File: config.mk
export PLATFORM = sky130hd
export DESIGN_NAME = dual_pedal_torque_request_core
export DESIGN_NICKNAME = d
export VERILOG_FILES = /design/src/rtl/dptr_pkg.sv /design/src/rtl/dual_pedal_torque_request_core.sv
export SDC_FILE = /design/constraint.sdc
export NUM_CORES = 1
export LEC_CHECK = 0
export BUFFER_PORTS_ARGS = -buffer_cell sky130_fd_sc_hd__buf_4
export CORE_UTILIZATION = 70
export CTS_CLUSTER_DIAMETER = 150
export DETAILED_ROUTE_END_ITERATION = 8
export HOLD_SLACK_MARGIN = 0.02
export PLACE_DENSITY = 0.93
export SKIP_CTS_REPAIR_TIMING = 1
export SYNTH_ARGS = -nofsm -noshare
export SYNTH_HDL_FRONTEND = slang
export SYNTH_SLANG_ARGS = --single-unit
File: constraint.sdc
create_clock -name clk -period 13.75 [get_ports clk]
set_input_delay 0 -clock clk [delete_from_list [all_inputs] [get_ports clk]]
set_output_delay 0 -clock clk [all_outputs]
set_load 0.05 [all_outputs]
File: src/rtl/dptr_pkg.sv
// Package with types and constants of the dual pedal torque request core.
`default_nettype none
package dptr_pkg;

  localparam int RAW_W      = 10;
  localparam int LIMIT_W    = 12;
  localparam int PROD_W     = RAW_W + LIMIT_W;
  localparam int MAP_W      = PROD_W + 1;
  localparam int TORQUE_W   = 22;
  localparam int FAULT_W    = 2;
  localparam int CFG_IDX_W  = 2;
  localparam int CFG_DATA_W = 12;

  // History depth must stay a power of two: the mean is a shift.
  localparam int HIST_DEPTH = 4;
  localparam int HIST_SHIFT = $clog2(HIST_DEPTH);
  localparam int SUM_W      = MAP_W + HIST_SHIFT;

  localparam int MISMATCH_LIMIT = 20;
  localparam int CNT_W          = $clog2(MISMATCH_LIMIT + 1);
  localparam int MISMATCH_TOL   = 1600;

  localparam int DIV_STEPS = PROD_W;
  localparam int STEP_W    = $clog2(DIV_STEPS);

  localparam logic [RAW_W-1:0]   CAL_LOW_RST      = RAW_W'(4);
  localparam logic [RAW_W-1:0]   CAL_HIGH_RST     = RAW_W'(1023);
  localparam logic [LIMIT_W-1:0] TORQUE_LIMIT_RST = LIMIT_W'(3100);

  localparam logic [CFG_IDX_W-1:0] CFG_CAL_LOW      = 2'd0;
  localparam logic [CFG_IDX_W-1:0] CFG_CAL_HIGH     = 2'd1;
  localparam logic [CFG_IDX_W-1:0] CFG_TORQUE_LIMIT = 2'd2;

  localparam logic [FAULT_W-1:0] FAULT_OK       = 2'd0;
  localparam logic [FAULT_W-1:0] FAULT_MISMATCH = 2'd1;
  localparam logic [FAULT_W-1:0] FAULT_ZERO_RAW = 2'd2;

  typedef enum logic [1:0] {
    ST_IDLE,
    ST_MUL,
    ST_DIV,
    ST_POST
  } state_t;

endpackage
`default_nettype wire

File: src/rtl/dual_pedal_torque_request_core.sv
// Top level of the dual pedal torque request core with plausibility check.
`default_nettype none
//
//  Channel   Direction  Handshake          Payload
//  in_       input      in_valid/in_stall  in_sensor_a[9:0], in_sensor_b[9:0]
//  out_      output     out_valid/out_stall out_torque_out[21:0], out_fault_code[1:0]
//  cfg_      input      cfg_valid/cfg_ready cfg_index[1:0], cfg_data[11:0]
//
//  An item occupies the core from the idle state that accepts it, then for
//  each sensor through the multiply state and the steps of the shared
//  restoring divider (one quotient bit per cycle), to the commit state that
//  loads its result into the output register.
//  The multiplier and the divider step are the arithmetic units both mappings share.
//  Reset (rst_n low, synchronous) restores the calibration registers, clears
//  the mismatch count and the history, and empties the output register.
//  A stalled result holds the commit cycle; the next item is accepted as
//  soon as the result is loaded into the output register.
//
module dual_pedal_torque_request_core
  import dptr_pkg::*;
(
  input  wire logic                  clk,
  input  wire logic                  rst_n,
  input  wire logic                  in_valid,
  output logic                       in_stall,
  input  wire logic [RAW_W-1:0]      in_sensor_a,
  input  wire logic [RAW_W-1:0]      in_sensor_b,
  output logic                       out_valid,
  input  wire logic                  out_stall,
  output logic [TORQUE_W-1:0]        out_torque_out,
  output logic [FAULT_W-1:0]         out_fault_code,
  input  wire logic                  cfg_valid,
  output logic                       cfg_ready,
  input  wire logic [CFG_IDX_W-1:0]  cfg_index,
  input  wire logic [CFG_DATA_W-1:0] cfg_data
);

  // Control state.
  state_t            state_r, state_nxt;
  logic              sel_r;
  logic [STEP_W-1:0] step_r;
  logic              out_valid_r;
  logic [CNT_W-1:0]  cnt_r, cnt_nxt;
  logic signed [MAP_W-1:0] hist_r [HIST_DEPTH];

  // Configuration.
  logic [RAW_W-1:0]   cal_low_r, cal_high_r;
  logic [LIMIT_W-1:0] torque_limit_r;

  // Payload registers.
  logic [RAW_W-1:0]        raw_a_r, raw_b_r;
  logic [PROD_W-1:0]       quo_r;
  logic [RAW_W-1:0]        rem_r;
  logic [RAW_W-1:0]        dvs_r;
  logic                    neg_r;
  logic signed [MAP_W-1:0] ma_r;
  logic [TORQUE_W-1:0]     torque_r;
  logic [FAULT_W-1:0]      fault_r;

  // Sequencer controls.
  logic accept, ld_mul, div_step, div_last, store_a, commit, out_free;

  assign in_stall       = !rst_n || (state_r != ST_IDLE);
  assign cfg_ready      = rst_n;
  assign accept         = in_valid && !in_stall;
  assign out_free       = !out_valid_r || !out_stall;
  assign div_last       = (step_r == STEP_W'(DIV_STEPS - 1));
  assign out_valid      = out_valid_r;
  assign out_torque_out = torque_r;
  assign out_fault_code = fault_r;

  // Next-state logic of the sequencer.
  always_comb begin
    state_nxt = state_r;
    case (state_r)
      ST_IDLE: if (accept) state_nxt = ST_MUL;
      ST_MUL:  state_nxt = ST_DIV;
      ST_DIV: begin
        if (div_last) state_nxt = sel_r ? ST_POST : ST_MUL;
      end
      ST_POST: if (out_free) state_nxt = ST_IDLE;
      default: state_nxt = ST_IDLE;
    endcase
  end

  // Control outputs of the sequencer.
  always_comb begin
    ld_mul   = 1'b0;
    div_step = 1'b0;
    store_a  = 1'b0;
    commit   = 1'b0;
    case (state_r)
      ST_IDLE: ;
      ST_MUL:  ld_mul = 1'b1;
      ST_DIV: begin
        div_step = 1'b1;
        store_a  = div_last && !sel_r;
      end
      ST_POST: commit = out_free;
      default: ;
    endcase
  end

  // Multiply cycle: offset times limit as a magnitude, with the sign of the
  // offset and the span kept aside so the divide truncates toward zero.
  logic [RAW_W-1:0]  raw_sel;
  logic [RAW_W:0]    offset, span, off_abs, span_abs;
  logic [PROD_W-1:0] prod;
  logic [RAW_W-1:0]  dvs_load;

  always_comb begin
    raw_sel  = sel_r ? raw_b_r : raw_a_r;
    offset   = {1'b0, raw_sel} - {1'b0, cal_low_r};
    span     = {1'b0, cal_high_r} - {1'b0, cal_low_r};
    off_abs  = offset[RAW_W] ? ((RAW_W + 1)'(0) - offset) : offset;
    span_abs = span[RAW_W] ? ((RAW_W + 1)'(0) - span) : span;
    prod     = (span == '0) ? '0 :
               PROD_W'(off_abs[RAW_W-1:0]) * PROD_W'(torque_limit_r);
    // A zero span maps to zero: divide a zero dividend by one.
    dvs_load = (span == '0) ? RAW_W'(1) : span_abs[RAW_W-1:0];
  end

  // One restoring divider step: one quotient bit per cycle.
  logic [RAW_W:0] trial;
  logic           q_bit;

  always_comb begin
    trial = {rem_r, quo_r[PROD_W-1]};
    q_bit = (trial >= {1'b0, dvs_r});
  end

  // Signed mapped value of the sensor that the divider just finished, and
  // the second sensor's value once its quotient sits in quo_r.
  logic [PROD_W-1:0]       quo_fin;
  logic signed [MAP_W-1:0] mapped;
  logic signed [MAP_W-1:0] mapped_b;

  always_comb begin
    quo_fin  = {quo_r[PROD_W-2:0], q_bit};
    mapped   = neg_r ? (MAP_W'(0) - {1'b0, quo_fin}) : {1'b0, quo_fin};
    mapped_b = neg_r ? (MAP_W'(0) - {1'b0, quo_r}) : {1'b0, quo_r};
  end

  // Commit: mismatch count, fault, history and the filtered torque.
  logic signed [MAP_W:0]   diff, diff_abs, pair_sum, pair_adj;
  logic signed [MAP_W-1:0] avg;
  logic signed [MAP_W-1:0] hist_new [HIST_DEPTH];
  logic signed [SUM_W-1:0] hist_sum;
  logic                    any_zero;
  logic [FAULT_W-1:0]      fault_nxt;
  logic [TORQUE_W-1:0]     torque_nxt;

  always_comb begin
    diff     = {ma_r[MAP_W-1], ma_r} - {mapped_b[MAP_W-1], mapped_b};
    diff_abs = diff[MAP_W] ? ((MAP_W + 1)'(0) - diff) : diff;
    if (diff_abs < (MAP_W + 1)'(MISMATCH_TOL)) begin
      cnt_nxt = '0;
    end else if (cnt_r < CNT_W'(MISMATCH_LIMIT)) begin
      cnt_nxt = cnt_r + CNT_W'(1);
    end else begin
      cnt_nxt = cnt_r;
    end

    if (cnt_nxt >= CNT_W'(MISMATCH_LIMIT)) begin
      fault_nxt = FAULT_MISMATCH;
    end else if ((raw_a_r == '0) || (raw_b_r == '0)) begin
      fault_nxt = FAULT_ZERO_RAW;
    end else begin
      fault_nxt = FAULT_OK;
    end

    // Halving rounds toward zero: add one to a negative sum first.
    pair_sum = {ma_r[MAP_W-1], ma_r} + {mapped_b[MAP_W-1], mapped_b};
    pair_adj = pair_sum + {{MAP_W{1'b0}}, pair_sum[MAP_W]};
    avg      = pair_adj[MAP_W:1];

    hist_new[0] = avg;
    for (int i = 1; i < HIST_DEPTH; i++) begin
      hist_new[i] = hist_r[i-1];
    end

    any_zero = 1'b0;
    hist_sum = '0;
    for (int i = 0; i < HIST_DEPTH; i++) begin
      if (hist_new[i] == '0) any_zero = 1'b1;
      hist_sum = hist_sum + SUM_W'(hist_new[i]);
    end

    // A negative mean or any empty history slot gives zero torque.
    if (any_zero || hist_sum[SUM_W-1]) begin
      torque_nxt = '0;
    end else begin
      torque_nxt = hist_sum[HIST_SHIFT +: TORQUE_W];
    end
  end

  // Control registers.
  always_ff @(posedge clk) begin
    if (!rst_n) begin
      state_r        <= ST_IDLE;
      sel_r          <= 1'b0;
      step_r         <= '0;
      out_valid_r    <= 1'b0;
      cnt_r          <= '0;
      cal_low_r      <= CAL_LOW_RST;
      cal_high_r     <= CAL_HIGH_RST;
      torque_limit_r <= TORQUE_LIMIT_RST;
      for (int i = 0; i < HIST_DEPTH; i++) begin
        hist_r[i] <= '0;
      end
    end else begin
      state_r <= state_nxt;
      if (accept) sel_r <= 1'b0;
      else if (store_a) sel_r <= 1'b1;
      if (ld_mul) step_r <= '0;
      else if (div_step) step_r <= step_r + STEP_W'(1);
      if (commit) out_valid_r <= 1'b1;
      else if (!out_stall) out_valid_r <= 1'b0;
      if (commit) begin
        cnt_r <= cnt_nxt;
        for (int i = 0; i < HIST_DEPTH; i++) begin
          hist_r[i] <= hist_new[i];
        end
      end
      if (cfg_valid) begin
        case (cfg_index)
          CFG_CAL_LOW:      cal_low_r      <= cfg_data[RAW_W-1:0];
          CFG_CAL_HIGH:     cal_high_r     <= cfg_data[RAW_W-1:0];
          CFG_TORQUE_LIMIT: torque_limit_r <= cfg_data[LIMIT_W-1:0];
          default: ;
        endcase
      end
    end
  end

  // Datapath registers.
  always_ff @(posedge clk) begin
    if (accept) begin
      raw_a_r <= in_sensor_a;
      raw_b_r <= in_sensor_b;
    end
    if (ld_mul) begin
      quo_r <= prod;
      rem_r <= '0;
      dvs_r <= dvs_load;
      neg_r <= offset[RAW_W] ^ span[RAW_W];
    end else if (div_step) begin
      quo_r <= quo_fin;
      rem_r <= q_bit ? RAW_W'(trial - {1'b0, dvs_r}) : trial[RAW_W-1:0];
    end
    if (store_a) ma_r <= mapped;
    if (commit) begin
      torque_r <= torque_nxt;
      fault_r  <= fault_nxt;
    end
  end

endmodule
`default_nettype wire

=== After elaboration in Yosys (flattened, before gate mapping) ===
Memories as Yosys holds them, arrays and structs flattened.
Index checks and enable logic that the tools add are counted.

* Flip-flop bits (word level): 156
* Bits in writable memories: 92
* Input port bits: 39
* Output and inout port bits: 27
* Word-level logic and storage cells: 120
* Memories: 1

{| class="wikitable"
|+ Memories
! name !! words !! width !! rd ports !! clocked after memory_dff !! write ports !! RTL line !! source
|-
| hist_r || 4 || 23 || 3 || 0 || 4 || dual_pedal_torque_request_core.sv:44 || <nowiki>logic signed [MAP_W-1:0] hist_r [HIST_DEPTH];</nowiki>
|}

* Add/subtract/negate cells: 16
* Multiply operators: 1
* Magnitude comparators: 4
* Equal/unequal tests: 10
* Muxes and demuxes: 36
* Bitwise operators: 6
* Reduce and logical (&&, ||, !) cells: 28

{| class="wikitable"
|+ Operators by type and width
! cell !! number
|-
| two-way mux 23 bit || 5
|-
| logical NOT 23 bit || 4
|-
| two-way mux 22 bit || 4
|-
| adder 23 x 23 -> 24 bit || 2
|-
| subtractor 1 x 22 -> 23 bit, first input constant || 2
|-
| two-way mux 10 bit || 4
|-
| adder 24 x 23 -> 25 bit || 1
|-
| adder 25 x 23 -> 25 bit || 1
|-
| adder 24 x 1 -> 24 bit || 1
|-
| less-than comparator 24 x 12 -> 1 bit, second input constant || 1
|-
| two-way mux 24 bit || 1
|-
| subtractor 1 x 24 -> 24 bit, first input constant || 1
|-
| subtractor 23 x 23 -> 24 bit || 1
|-
| multiplier 10 x 12 -> 22 bit || 1
|-
| subtractor 10 x 10 -> 11 bit || 2
|-
| logical NOT 10 bit || 2
|-
| subtractor 1 x 10 -> 10 bit, first input constant || 2
|-
| two-way mux 1 bit || 14
|-
| >= comparator 11 x 10 -> 1 bit || 1
|-
| logical NOT 11 bit || 1
|-
| adder 5 x 1 -> 5 bit, second input constant || 2
|-
| two-way mux 2 bit || 5
|-
| two-way mux 5 bit || 2
|-
| subtractor 10 bit || 1
|-
| 19 further kinds || 40
|}

=== Logic depth before layout (Yosys ltp) ===
Gate-level depths: netlist of the first run.

* Depth in word-level cells: 10
* Mapped depth: 39
* Mapped depth without buffers: 37

=== Worst setup path before layout of the first run ===
OpenSTA, ideal clock, no wires.

* Path type: register to register
* Start: register quo_r[7]
* End: register torque_r[4] (netlist: out_torque_out[4]), data pin
* Data arrival time: 8.368 ns
* Data required time: 13.610 ns
* Slack: 5.242 ns
* Stages on the path, launching flop included: 40
* Buffers on the path: 3
* Period minus slack after synthesis: 8.508 ns
* Cells stage by stage: edfxtp_1 -> clkbuf_1 -> or4_1 -> or3_1 -> or2_2 -> or4_1 -> and2_1 -> xor2_1 -> ha_1 -> clkbuf_1 -> a21oi_1 -> o21bai_1 -> a21oi_1 -> nor2_1 -> a21oi_1 -> nand2_1 -> nor2_1 -> ha_1 -> [... 4 more ...] -> xnor2_1 -> fa_1 -> inv_1 -> fa_1 -> inv_1 -> ha_1 -> nor2b_1 -> a41o_1 -> a221o_1 -> o311a_1 -> o21ai_0 -> a31oi_1 -> a21o_1 -> a21oi_1 -> xnor2_1 -> clkbuf_1 -> o211ai_1 -> nor2_1

{| class="wikitable"
|+ RTL lines
! what !! RTL line !! source
|-
| start, declared || dual_pedal_torque_request_core.sv:52 || <nowiki>logic [PROD_W-1:0] quo_r;</nowiki>
|-
| start signal, assigned || dual_pedal_torque_request_core.sv:243 || <nowiki>quo_r <= prod;</nowiki>
|-
| start signal, assigned || dual_pedal_torque_request_core.sv:248 || <nowiki>quo_r <= quo_fin;</nowiki>
|-
| end signal, assigned || dual_pedal_torque_request_core.sv:253 || <nowiki>torque_r <= torque_nxt;</nowiki>
|-
| end, declared || dual_pedal_torque_request_core.sv:57 || <nowiki>logic [TORQUE_W-1:0] torque_r;</nowiki>
|}

=== Worst setup path after layout of the first run ===
* Start: register sel_r
* End: register quo_r[21], data pin

* Longest elaborated chain between the ends: 7

{| class="wikitable"
|+ Ends and longest elaborated chain
! what !! RTL line !! source
|-
| start, declared || dual_pedal_torque_request_core.sv:40 || <nowiki>logic sel_r;</nowiki>
|-
| start signal, assigned || dual_pedal_torque_request_core.sv:201 || <nowiki>sel_r <= 1'b0;</nowiki>
|-
| start signal, assigned || dual_pedal_torque_request_core.sv:213 || <nowiki>if (accept) sel_r <= 1'b0;</nowiki>
|-
| start signal, assigned || dual_pedal_torque_request_core.sv:214 || <nowiki>else if (store_a) sel_r <= 1'b1;</nowiki>
|-
| two-way mux 10 bit (*) || dual_pedal_torque_request_core.sv:112 || <nowiki>raw_sel = sel_r ? raw_b_r : raw_a_r;</nowiki>
|-
| subtractor 10 x 10 -> 11 bit (*) || dual_pedal_torque_request_core.sv:113 || <nowiki>offset = {1'b0, raw_sel} - {1'b0, cal_low_r};</nowiki>
|-
| subtractor 1 x 10 -> 10 bit || dual_pedal_torque_request_core.sv:115 || <nowiki>off_abs = offset[RAW_W] ? ((RAW_W + 1)'(0) - offset) : offset;</nowiki>
|-
| two-way mux 10 bit (*) || dual_pedal_torque_request_core.sv:115 ||
|-
| multiplier 10 x 12 -> 22 bit (*) || dual_pedal_torque_request_core.sv:118 || <nowiki>PROD_W'(off_abs[RAW_W-1:0]) * PROD_W'(torque_limit_r);</nowiki>
|-
| two-way mux 22 bit (*) || dual_pedal_torque_request_core.sv:117 || <nowiki>prod = (span == '0) ? '0 :</nowiki>
|-
| two-way mux 22 bit (*) || dual_pedal_torque_request_core.sv:242 || <nowiki>if (ld_mul) begin</nowiki>
|}

Every way passes the cells marked *; elsewhere a longest branch is shown, timed or not.
A chain may end at the register's enable or synchronous reset.

==> impl_metrics.ini, run 1 <==
[yosys]
avgSynthCellArea_um2 = 8.92
synthArstFlopShare = 0
synth_cell_types = 90
synth_nets = 2735
synthMuxAreaShare = 0.0103
synth_ff_type = edfxtp_1
synth_edf_count = 169
ys_ff_latch = 225
synth_top_family_by_area = adder cells
syn_inst = 2399
ys_warn_count = 0
synth_compound_gate_area_share = 0.133
syn-cell-area_um2 = 21400
synth_seq_area_share = 0.290
synthAdderAreaFrac = 0.219
synth_xor_area_frac = 0.0667
synth-simple-area-share = 0.207

[sta]
setup_viol = 0
fin_crit_ns = 10.18
slew_headroom = 0.157
tightest_slew_ns = 1.26
clock.fmax_mhz = 98.2
fin_skew_ns = 0.0255
grt_setup_unrepaired = no
slew_viol_final = 0
fin_tns_setup_ns = 0
hold_viol_final = 0
fin_crit_sh = 0.740

[route]
detailroute.via_count = 18872
drt_iter0_drc = 2094
top_layer_used = met4
wl_per_cell_um = 21.7
ant_nets = 0
via_per_inst = 6.61
route.detailed.drc = 0
routed_wirelength_um = 61800
wl_met1_um = 21900
wl_met2_um = 30300
drt-pass1-iter-count = 7
wl_met3_um = 5400

[job]
cap_violations = 0

[finish]
drive_above_1_share = 0.0654
multi_input_area_um2 = 13600
fillerInstances = 1799
nets = 2776
seq_area_um2 = 6200
final_common_cell = inv_1
area_delta_synth_final_pct = 8.98
final_cell_mix = inv_1 (309), nand2_1 (214), nor2_1 (189), edfxtp_1 (169), ha_1 (167)

[global_route]
grt_pass1_vias = 18092
grt_max_degree = 73
grt_antenna_before_repair = 2
grt_pass1_wl_um = 90900
gr-usage-all-layers = 0.368
overflow = 0

[clocking]
cts_buffer_depth = 3
clock_latency_ns = 0.54
cts-buffers-inserted = 26
htree_levels = 1
cts_tree = done
root_buffer = clkbuf_16
cts.sinks = 225
clk_pin_slew_ns = 0.07

[worst_setup_path]
arrival_ns = 10.47
r2r_cells = 35
setup.worst_path.start_class = flip-flop
cp_slowest_cell = dfxtp_1
r2r_slack_ns = 3.57
cp_data_required_time_ns = 14.04
crit_family = adder cells
cp-startpoint = sel_r
path_class = reg2reg
r2r_start = sel_r
cp.depth = 35
rr_endpoint = quo_r[21]
cp_num_buf_inv = 4
critical_path.endpoint = quo_r[21]
cp_common_cell = fa_1
critPathCaptureType = flip-flop
crit_fanout = 13
max_stage_delay_ns = 0.80

[placed_design]
dp_hpwl_um = 42300
numPortBuffers = 65
place_congestion = 0.967

[floorplan]
rows = 63
die_w_um = 177
start_util = 0.716
coreArea_um2 = 29900
die_y_um = 177
io_pins = 66
die_area_um2 = 31300

[worst_hold_path]
hp-start = in_valid
hp-class = in2reg
holdPathStages = 5

[status]
outcome = complete, no violations
## how the worst min path moves through the flow
stage | endpoint | slack, ns
after floorplan | raw_a_r[0] | 0.1
after global placement | raw_b_r[6] | 0.18
after detailed placement | raw_a_r[7] | 0.18
after CTS | raw_b_r[0] | -0.36
after global routing | state_r[0] | 0.13
final | state_r[0] | 0.12
## worst min-delay path, delay by kind of cell
| kind | cells | cell delay [ns] |
|---|---|---|
| simple gates | 2 | 0.25 |
| compound gates | 2 | 0.23 |
| buf+inv | 1 | 0.11 |
## state kept, by name, indices dropped and copies added (netlist names), 2 cells and up
signal,count
out_fault_code,2
raw_b_r,10
raw_a_r,10
dvs_r,10
step_r,5
cal_high_r,10
state_r,2
hist_r,69
torque_limit_r,12
quo_r,22
ma_r,23
rem_r,10
cal_low_r,10
cnt_r,5
out_torque_out,22
## Yosys cell counts, drive strengths merged, types with 16 or more instances
library cell,instances,share of area
or4,17,0.0063
clkbuf,92,0.016
nor4,32,0.010
dfxtp,56,0.052
nand4,23,0.0067
a21oi,94,0.022
nand2,215,0.038
ha,167,0.098
o31ai,16,0.0058
nor3,51,0.012
fa,130,0.12
xnor2,130,0.053
nand2b,43,0.013
nor2b,75,0.022
and3,39,0.011
edfxtp,169,0.24
inv,310,0.054
or3,25,0.0073
nor2,190,0.033
a21o,27,0.0095
and2,37,0.011
xor2,33,0.014
o21ai,77,0.018
nand3,74,0.017
o211ai,17,0.0062
## kinds of logic (layout without fill, tap and decap cells)
family,Yosys count,count (layout)
mux,20,20
fa+ha+maj,297,297
simple gates,871,871
buf+inv,418,479
compound gates,405,405
flops,225,225
xor+xnor,163,163
other cells,0,3
## layout make-up
type / count / share of cell area
antenna: 3 / 0.000322
tap: 390 / 0.0209
clock inverter: 7 / 0.00279
clock buffer: 41 / 0.0326
sequential: 225 / 0.266
multi-input combinational: 1756 / 0.584
timing repair buffer: 119 / 0.0430
inverter: 312 / 0.0502
## metal layers
metal	global-route usage	up-vias
li1	-	8321
met1	0.440	8933
met2	0.647	1255
met3	0.0511	363
met4	0.186	0
met5	0	-
## metrics by stage
| stage | util | instances | hold WS (ns) | instance area, µm² | setup slack, ns |
|---|---|---|---|---|---|
| global placement | 0.738 | 2758 | 0.178 | 22000 | 4.60 |
| global route | 0.780 | 2853 | 0.133 | 23300 | 3.13 |
| CTS | 0.765 | 2806 | -0.365 | 22900 | 4.06 |
| floorplan | - | 2399 | 0.0989 | 21400 | 5.24 |
| finish | 0.780 | 2853 | 0.121 | 23300 | 3.57 |
| detailed placement | 0.738 | 2758 | 0.179 | 22000 | 4.21 |
Power of run 1 is left out: the tool's default activity adds up to more than one toggle a clock period on the data nets, which glitch-free logic cannot reach.
==> run 2: changes to the inputs <==
CORE_UTILIZATION = 65   (was 70)
PLACE_DENSITY = 0.88   (was 0.93)
clock period = 9.6 ns   (was 13.75 ns; I/O delays follow)
==> run 2 against run 1 <==
  * Global-route usage down 3.9 points
  * Register-to-register slack worse by 3.3 ns
  * Non-clock buffer count up 28
  * Sequential share of layout area down 0.41 points
  * Sequential cell count unchanged
  * Largest cell class unchanged
==> impl_metrics.ini, run 2 (synthesis gave the netlist of run 1 again) <==
[status]
outcome = complete, no violations

[placed_design]
place_congestion = 0.981
dp_hpwl_um = 42200
numPortBuffers = 65
dp_slack_ns = 0.0596

[clocking]
clock_latency_ns = 0.54
root_buffer = clkbuf_16
cts.sinks = 225
htree_levels = 1
cts-buffers-inserted = 26
cts_buffer_depth = 3
cts_tree = done
clk_pin_slew_ns = 0.07

[route]
route.detailed.drc = 0
wl_per_cell_um = 20.1
drt_iter0_drc = 1706
via_per_inst = 6.26
detailroute.via_count = 18304
routed_wirelength_um = 58900
drt-pass1-iter-count = 6
ant_nets = 0

[floorplan]
die_y_um = 183
die_w_um = 183
io_pins = 66
coreArea_um2 = 32500
start_util = 0.659
rows = 66
die_area_um2 = 33600

[worst_setup_path]
max_stage_delay_ns = 0.57
r2r_start = sel_r
path_class = reg2reg
cp_num_buf_inv = 5
cp_common_cell = fa_1
setup.worst_path.start_class = flip-flop
r2r_cells = 36
cp_slowest_cell = fa_1
cp_data_required_time_ns = 9.89
arrival_ns = 9.63
crit_fanout = 13
critPathCaptureType = flip-flop
rr_endpoint = quo_r[21]
crit_family = adder cells
r2r_slack_ns = 0.27
cp.depth = 36

[sta]
tightest_slew_ns = 1.04
hold_viol_final = 0
slew_headroom = 0.304
fin_skew_ns = 0.0113
slew_viol_final = 0
setup_viol = 0
clock.fmax_mhz = 107
holdWs_ns = 0.105
fin_ws_ns = 0.267
fin_crit_sh = 0.972
fin_crit_ns = 9.33

[finish]
final_cell_mix = inv_1 (309), nand2_1 (214), nor2_1 (187), edfxtp_1 (169), ha_1 (164)
nets = 2804
utilization = 0.730
largest_register_ff_count = 69
area_delta_synth_final_pct = 10.7
drive_above_1_share = 0.0809
regMostFlops = hist_r
antenna_cells = 0
reg_top3 = hist_r x69, ma_r x23
final_common_cell = inv_1

[global_route]
grt_max_degree = 62
grt_pass1_wl_um = 88400
gr-usage-all-layers = 0.329
grt_pass1_vias = 17735
overflow = 0
grt_antenna_before_repair = 0

[worst_hold_path]
hp-start = cfg_valid
hp-class = in2reg
hold_end = cal_high_r[4]
holdPathStages = 4

[job]
cap_violations = 0
-- run 2: tightest hold or removal path, stage by stage --
cell and delay (ns):
buf_4 0.13, nand3b_1 0.31, nand2_1 0.10, nand3_1 0.07
-- run 2: worst max-delay path by stage --
| stage | startpoint | end | slack, ns |
|---|---|---|---|
| floorplan | quo_r[7] | out_torque_out[4] | 1.09 |
| global placement | sel_r | quo_r[21] | 0.46 |
| detailed placement | sel_r | quo_r[21] | 0.06 |
| CTS | sel_r | quo_r[21] | 0.06 |
| global route | sel_r | quo_r[21] | -0.17 |
| finish | sel_r | quo_r[21] | 0.27 |
-- run 2: cell type report --
| cell class | instances | area [µm²] |
|---|---|---|
| multi-input combinational | 1756 | 13700 |
| fill | 2201 | 8760 |
| sequential | 225 | 6200 |
| timing repair buffer | 147 | 1220 |
| inverter | 312 | 1170 |
| clock buffer | 29 | 683 |
| tap | 442 | 553 |
| clock inverter | 15 | 186 |
-- run 2: stage by stage --
step           area [µm²]  instances  TNS, ns
2_1_floorplan       21400       2399        0
3_3_place_gp        22200       2828        0
3_5_place_dp        22200       2828        0
4_1_cts             23100       2872        0
5_1_grt             23700       2926   -0.191
6_report            23700       2926        0
-- run 2: layer usage --
metal  vias up  global-route usage  part of all wire  wire length (µm)
met5         -                   0                 0                 0
met4         0               0.146             0.052              3070
met3       229              0.0374             0.070              4130
met2       936               0.589              0.50             29500
met1      8771               0.398              0.38             22200
li1       8368                   -                 -                 -
Power of run 2 is left out for the same reason.
==> run 3: changes to the inputs <==
SETUP_SLACK_MARGIN = 0.4   (was default)
==> run 3 against run 2 <==
  * Global-route usage is the same
  * Clock skew is 0.0025 ns higher
  * Via count up 0.45%
  * Count of clock-buffer cells in the layout unchanged
  * Register-to-register slack improved by 0.21 ns
  * Worst setup slack better by 0.21 ns
  * Non-clock buffer count increased by 4
  * Cell area up 0.56%
  * Cell count increased by 0.17%
  * Die area did not move
==> impl_metrics.ini, run 3 (synthesis gave the netlist of run 1 again) <==
[clocking]
htree_levels = 1
cts_tree = done
clk_pin_slew_ns = 0.06
cts_buffer_depth = 3
root_buffer = clkbuf_16
cts-buffers-inserted = 26
clock_latency_ns = 0.54
cts.sinks = 225

[finish]
drive_above_1_share = 0.0864
reg_top3 = hist_r x69, ma_r x23
fillerInstances = 2166
nets = 2808
largest_register_ff_count = 69
final_cell_mix = inv_1 (309), nand2_1 (214), nor2_1 (187), edfxtp_1 (169), ha_1 (162)
multi_input_area_um2 = 13800
area_delta_synth_final_pct = 11.4
final_common_cell = inv_1
seq_area_um2 = 6200
fin_area_um2 = 23800
regMostFlops = hist_r

[route]
detailroute.via_count = 18387
wl_met3_um = 3860
wl_per_cell_um = 20.1
routed_wirelength_um = 59000
top_layer_used = met4
drt_iter0_drc = 1774
wl_met1_um = 22400
drt-pass1-iter-count = 5
route.detailed.drc = 0
ant_nets = 0
via_per_inst = 6.27
wl_met2_um = 29500

[worst_setup_path]
path_class = reg2reg
setup.worst_path.start_class = flip-flop
critPathCaptureType = flip-flop
cp_data_required_time_ns = 9.90
max_stage_delay_ns = 0.57
arrival_ns = 9.42
cp_slowest_cell = fa_1
crit_fanout = 13

[global_route]
grt_antenna_before_repair = 1
grt_pass1_wl_um = 88400
grt_max_degree = 62
overflow = 0
grt_pass1_vias = 17735
gr-usage-all-layers = 0.329

[floorplan]
die_area_um2 = 33600
start_util = 0.659
coreArea_um2 = 32500
io_pins = 66
die_w_um = 183
die_y_um = 183
rows = 66

[placed_design]
numPortBuffers = 65
dp_slack_ns = 0.0596
dp_hpwl_um = 42200
dpl_cell_area_um2 = 22200
place_congestion = 0.981

[worst_hold_path]
hp-class = in2reg

[sta]
clock.fmax_mhz = 110
slew_headroom = 0.291
grt_setup_unrepaired = yes
fin_skew_ns = 0.0138
fin_crit_sh = 0.950
fin_crit_ns = 9.12
slew_viol_final = 0
holdWs_ns = 0.0947
tightest_slew_ns = 1.06
fin_tns_setup_ns = 0
fin_ws_ns = 0.480
hold_viol_final = 0
setup_viol = 0

[status]
outcome = complete, no violations

[job]
cap_violations = 0
==> run 3: changes by cell type in the layout (fill, tap and decap cells not counted), moves of 2 or more <==
cell,previous run,this run
ha_4,0,2
buf_4,99,103
a21oi_1,92,88
xnor2_1,128,126
a21oi_2,2,6
ha_1,164,162
==> run 3: final timing paths <==
path	to	slack [ns]	start	depth (start not counted)
hold reg to reg	rem_r[9]	0.49	rem_r[9]	2
setup / recovery	quo_r[21]	0.48	sel_r	36
hold / removal	state_r[0]	0.09	in_valid	5
setup reg to reg	quo_r[21]	0.48	sel_r	36
==> run 3: layout make-up <==
cell class / count / share of cell area
Clock inverter: 15 / 0.00783
Sequential cell: 225 / 0.260
Multi-Input combinational cell: 1756 / 0.578
Tap cell: 442 / 0.0232
Inverter: 312 / 0.0492
Antenna cell: 1 / 0.000105
Clock buffer: 29 / 0.0287
Timing Repair Buffer: 151 / 0.0527
==> run 3: critical path: cells and delay by family, from the launching register on <==
family	cells	cell delay, ns
xor+xnor	2	0.41
simple gates	7	0.83
buf+inv	5	0.46
fa+ha+maj	8	3.64
mux	1	0.22
flops	1	0.46
compound gates	13	2.86
==> run 3: metrics by stage <==
step	util	instances
CTS	0.712	2872
floorplan	-	2399
finish	0.734	2931
global route	0.734	2931
global placement	0.685	2828
detailed placement	0.685	2828
==> run 3: metal layers <==
metal	track usage	vias up
met4	0.146	0
met5	0	-
met2	0.589	913
met1	0.398	8852
li1	-	8367
met3	0.0374	255
Power of run 3 is left out for the same reason.
